File: config.mk
export PLATFORM = sky130hd
export DESIGN_NAME = ter_front
export DESIGN_NICKNAME = d
export VERILOG_FILES = /design/src/ter_pkg.sv /design/src/ter_front.sv
export SDC_FILE = /design/constraint.sdc
export NUM_CORES = 2
export LEC_CHECK = 0
export CAP_MARGIN = 20
export CORE_MARGIN = 2
export CORE_UTILIZATION = 65
export DETAILED_ROUTE_END_ITERATION = 7
export DONT_BUFFER_PORTS = 1
export PLACE_DENSITY_LB_ADDON = 0.12
export SLEW_MARGIN = 40
export SYNTH_ARGS = -nofsm -noshare
export SYNTH_HDL_FRONTEND = slang
export SYNTH_SLANG_ARGS = --single-unit
File: constraint.sdc
create_clock -name clock -period 7.9 [get_ports clock]
set_clock_uncertainty 0.1 [all_clocks]
set_input_delay 1.58 -clock clock [delete_from_list [all_inputs] [get_ports clock]]
set_output_delay 1.58 -clock clock [all_outputs]
set_load 0.05 [all_outputs]
File: src/ter_pkg.sv
// Shared types and constants for the triangle edge rasterizer.
// No dependencies.
package ter_pkg;
   localparam int DIM_BITS_DEF  = 12;
   localparam int FRAC_BITS_DEF = 4;
   localparam int SIZE_W  = 13;
   localparam int COLOR_W = 24;
   localparam int WORD_W  = 24;
   localparam int VCOORD_W = 16;
   localparam int CHAN_W  = 8;
   localparam int QDEPTH  = 4;
   localparam int QPTR_W  = $clog2(QDEPTH);
   localparam int QCNT_W  = QPTR_W + 1;

   typedef enum logic [1:0] {
      CSR_WIDTH  = 2'd0,
      CSR_HEIGHT = 2'd1,
      CSR_FORMAT = 2'd2
   } csr_idx_type;
endpackage

File: src/ter_front.sv
// Front end: scales vertices and packs color into registers; the back end computes the bounding box.
// Depends on ter_pkg.
module ter_front #(
   parameter int DIM_BITS  = ter_pkg::DIM_BITS_DEF,
   parameter int FRAC_BITS = ter_pkg::FRAC_BITS_DEF,
   localparam int CW = DIM_BITS + FRAC_BITS
) (
   input  logic                         clock,
   input  logic                         reset,
   input  logic                         in_valid,
   input  logic                         in_mode,
   input  logic [ter_pkg::VCOORD_W-1:0] vx [3],
   input  logic [ter_pkg::VCOORD_W-1:0] vy [3],
   input  logic [ter_pkg::CHAN_W-1:0]   red,
   input  logic [ter_pkg::CHAN_W-1:0]   green,
   input  logic [ter_pkg::CHAN_W-1:0]   blue,
   input  logic [ter_pkg::SIZE_W-1:0]   width,
   input  logic [ter_pkg::SIZE_W-1:0]   height,
   input  logic                         fmt,
   output logic                         out_valid,
   output logic                         out_mode,
   output logic [CW-1:0]                cx [3],
   output logic [CW-1:0]                cy [3],
   output logic [ter_pkg::COLOR_W-1:0]  color
);
   import ter_pkg::*;
   localparam int PW = VCOORD_W + SIZE_W;
   localparam int SH = 16 - FRAC_BITS;
   localparam logic [PW-1:0] CMAX = PW'((64'd1 << CW) - 64'd1);

   logic            valid_ff;
   logic            mode_ff;
   logic [CW-1:0]   cx_ff [3];
   logic [CW-1:0]   cy_ff [3];
   logic [COLOR_W-1:0] color_ff;

   function automatic logic [CW-1:0] scale(input logic [VCOORD_W-1:0] f,
                                           input logic [SIZE_W-1:0] s);
      logic [PW-1:0] p;
      p = (PW'(f) * PW'(s)) >> SH;
      return (p > CMAX) ? CMAX[CW-1:0] : p[CW-1:0];
   endfunction

   always_ff @(posedge clock) begin
      if (reset) valid_ff <= 1'b0;
      else valid_ff <= in_valid;
      mode_ff <= in_mode;
      for (int i = 0; i < 3; i++) begin
         cx_ff[i] <= scale(vx[i], width);
         cy_ff[i] <= scale(vy[i], height);
      end
      color_ff <= fmt ? {red, green, blue} : {blue, green, red};
   end

   assign out_valid = valid_ff;
   assign out_mode  = mode_ff;
   assign cx = cx_ff;
   assign cy = cy_ff;
   assign color = color_ff;
endmodule

# == After elaboration in Yosys (flattened, before gate mapping) ==
# Cells that the tools add are included.
# Widths: inputs -> output; s select.
# op_classes
n_addsub,0
n_mul,6
n_div,0
n_lt_le_gt_ge,6
eq_ne,0
shift,0
mux,1
bitwise_logic,0
n_reduce_logical,0
# op_table
operator,count
$mul 16x13->29,6
$gt 17x16->1 const B,6
$mux 24,1
# word_totals
ff_bits,122
latch_bits,0
ramBits,0
rom_bits,0
input_bits,151
word_cells,22
memories,0

# == Longest topological paths before layout ==
# depth
depth_word,2
mapped_depth,24
mapped_depth_nobuf,21

# == Worst setup path after synthesis ==
# Ideal clock, no wire load.
# synth_path
path_kind,input to register
startpoint,input port width[5] (netlist name)
endpoint,"register cx_ff, in the netlist cx[24]"
t_arrival_ps,7083
required_ps,7684
path_slack_ps,602
path_stages,22
n_path_buf,3
cell_sequence,clkbuf_1 > clkbuf_1 > nand2_1 > fa_1 > fa_1 > inv_1 > fa_1 > fa_1 > inv_1 > fa_1 > inv_1 > ha_1 > a211oi_2 > o21ai_1 > a2111oi_2 > nor2_1 > a41oi_4 > o211ai_2 > a311oi_2 > xnor2_1 > buf_6 > nand2_1
# synth_via
elab_chain_cells,2
# synth_lines
element,line_no,source
"start, declared",ter_front.sv:17,"input logic [ter_pkg::SIZE_W-1:0] width,"
$mul 16x13->29 (*),ter_front.sv:40,p = (PW'(f) * PW'(s)) >> SH;
$gt 17x16->1,ter_front.sv:41,return (p > CMAX) ? CMAX[CW-1:0] : p[CW-1:0];
"end signal, assigned by index",ter_front.sv:49,"cx_ff[i] <= scale(vx[i], width);"
"end, declared",ter_front.sv:33,logic [CW-1:0] cx_ff [3];
# Every way passes the cells marked *; elsewhere a longest branch is shown, timed or not.
# A chain may end at the register's enable or synchronous reset.

# == Worst setup path in the final report ==
# layout_path
startpoint,input port vx[40] (netlist name)
endpoint,"register cx_ff, in the netlist cx[33]"
# layout_via
elab_chain_cells,2
# layout_lines
element,line_no,source
"start, declared",ter_front.sv:12,"input logic [ter_pkg::VCOORD_W-1:0] vx [3],"
$mul 16x13->29 (*),ter_front.sv:40,
$gt 17x16->1,ter_front.sv:41,
# Marked as above.

==> metrics.txt <==
outcome completed; yosys warns 0; Syn-to-layout area delta 1.94%; #FFs+latches synth 122; worst-path fanout max 13; RSZ-0062 raised after global routing false; Worst Max-Slew Pin Slew 0.702 ns; most frequent cells in the layout 1173 x inv_1, 918 x fa_1, 745 x nand2_1, 577 x and2_1, 420 x ha_1; H-tree Lvls 4; routed length per instance 17.0 um; die width 256 um; Resize count post-CTS 0; Sink Count 122; Mapped Cells 4717; setup TNS 0 ns; most common cell after layout, fill and taps aside inv_1; via count 29068; CTS Root Cell clkbuf_16; Site Rows 92; gp weighted congestion 0.856; Hold Path Class in -> reg; DR top layer met5; post-synthesis sequential area ratio 0.0591; final setup fails 0; Inserted Diodes 0; synth top area cells fa_1 45%, ha_1 13%, inv_1 11%; # IOs 273; Die Ht 256 um; max frequency 145 MHz; min Tclk post-route 6.90 ns; antenna viol nets, final 0; First-pass DRT Iterations 5; nets 5995; syn avg cell area 8.75 um^2; DR vias/cell 5.42; Hold Buf Count CTS 0; Longest Clk Path Bufs 2; fin. max-slew vios 0; hold_ws 1.01 ns; DR DRC count 0; layout cells sized above 1 0.0170; critical hold path startpoint green[1]; crit path launch type input port; Post-CTS Setup Inserts 0; CP Class in -> reg; cell type with the largest total area after synthesis fa_1; Fill cells 5289; total CTS buffers 17; PortBufs 0; footprint of the multi-input gates 33600 um^2; Tcrit/Tclk final 0.874; initial antenna violation count 1; Max-slew headroom 0.530; top_reg_cell synth dfxtp_1; clock transition at the registers of the reported paths 0.07 ns; leakage 22.4 nW; WL met1 36.3 mm; Worst EP required 8.16 ns; number of synthesized flops with an enable pin 0; DRT Wirelength 91.0 mm; die area 65600 um^2; post-synth cell types 62; initial cell density of the core 0.656; core area 63000 um^2; metal2 WL 46.6 mm; drt first-iter violations 1423; Worst Setup SP vx[40]; Final Power 16.1 mW; CP arrival 7.17 ns; dpl hpwl 71.6 mm; Total GRT Usage 0.300; Post-Syn Area 41300 um^2; Overflow after GRT 0; syn nets 6206; first-pass GRT wire length 158 mm; proportion of netlist area held by the largest area contributor 0.445; Storage cell area 2440 um^2; largest net degree at the start of global routing 49; met3 WL post-DR 5.97 mm; P per Cell Area 382 nW/um^2; crit end category flip-flop; final hold vios 0; vias in the first global route 31742; maximum VDD drop 0.524 mV; TritonCTS clock tree done; asr flop ratio synth 0; max-cap viol count 0
worst max-delay path, stage by stage:
cell       delay (ns)
and2_1           0.15
fa_1             0.53
inv_1            0.05
fa_1             0.47
inv_1            0.05
fa_1             0.49
fa_1             0.55
inv_1            0.05
fa_1             0.47
inv_1            0.04
ha_1             0.27
a2111oi_0        0.35
o21ai_0          0.15
o21ai_1          0.36
o211ai_1         0.21
a32oi_1          0.38
o21ai_0          0.17
xor2_1           0.43
buf_4            0.27
o21ai_0          0.13
metal layers:
layer / GRT usage / vias up
met5: 0 / -
met4: 0.0838 / 2
met3: 0.0588 / 143
met2: 0.527 / 803
met1: 0.379 / 14854
li1: - / 13266
report_power, final:
part           internal, mW  switching (mW)  total, mW  leakage (nW)
logic                  5.85            7.22       13.1          21.1
clock network         0.418           0.393      0.810         0.271
registers              1.08            1.11       2.19          1.03
final cells by class:
type	instances	share of cell area
inverters	1173	0.105
repair buffers	6	0.00107
flip-flops and latches	122	0.0580
clock inverters	15	0.00360
clock buffers	17	0.0101
well taps	846	0.0251
multi-input cells	3186	0.797
synthesized netlist by cell type, types with 2 or more instances:
cell type,number
a211o_1,2
a211oi_1,10
a211oi_2,3
a21o_1,37
a21oi_1,57
a31o_2,2
a31oi_1,7
and2_1,577
and3_1,12
buf_2,4
clkbuf_1,231
dfxtp_1,122
fa_1,918
ha_1,420
inv_1,1173
mux2_2,18
mux2i_1,2
nand2_1,745
nand2b_1,11
nand3_1,15
nand3b_1,2
nand4_1,32
nor2_1,51
nor2b_1,15
nor3_1,24
nor4_1,4
o211ai_1,5
o21a_1,18
o21ai_0,65
o21ai_1,2
o21bai_1,9
o31a_1,2
o31ai_1,4
or2_2,6
or3_1,7
or4_1,2
xnor2_1,40
xor2_1,39
registers in the layout, indices dropped and copies added (netlist names):
name       count
cy            48
cx            48
color         24
out_mode       1
out_valid      1
logic make-up after synthesis:
| logic type | Yosys count | synth area share |
|---|---|---|
| and+or+nand+nor | 1504 | 0.179 |
| buffers and inverters | 1409 | 0.128 |
| adders and majority gates | 1338 | 0.572 |
| AOI/OAI and AO/OA | 245 | 0.0393 |
| DFF | 122 | 0.0591 |
| xor gates and xnor gates | 79 | 0.0168 |
| muxes | 20 | 0.00539 |
path summary, 6_finish.rpt:
kind / endpoint / slack (ns) / depth (start not counted)
worst max-delay path: cx[33] / 1.0 / 20
worst min-delay path: color[9] / 1.01 / 0
per-stage QoR:
stage / setup slack (ns) / std cells / cell area, um^2 / util
detailed placement: 0.480 / 5333 / 41500 / 0.659
CTS: 1.00 / 5365 / 42100 / 0.669
finish: 0.995 / 5365 / 42100 / 0.669
floorplan: 0.602 / 4717 / 41300 / -
global placement: 0.600 / 5333 / 41500 / 0.659
global route: 0.509 / 5365 / 42100 / 0.669
No activity file was read; power rests on OpenSTA's default activity.
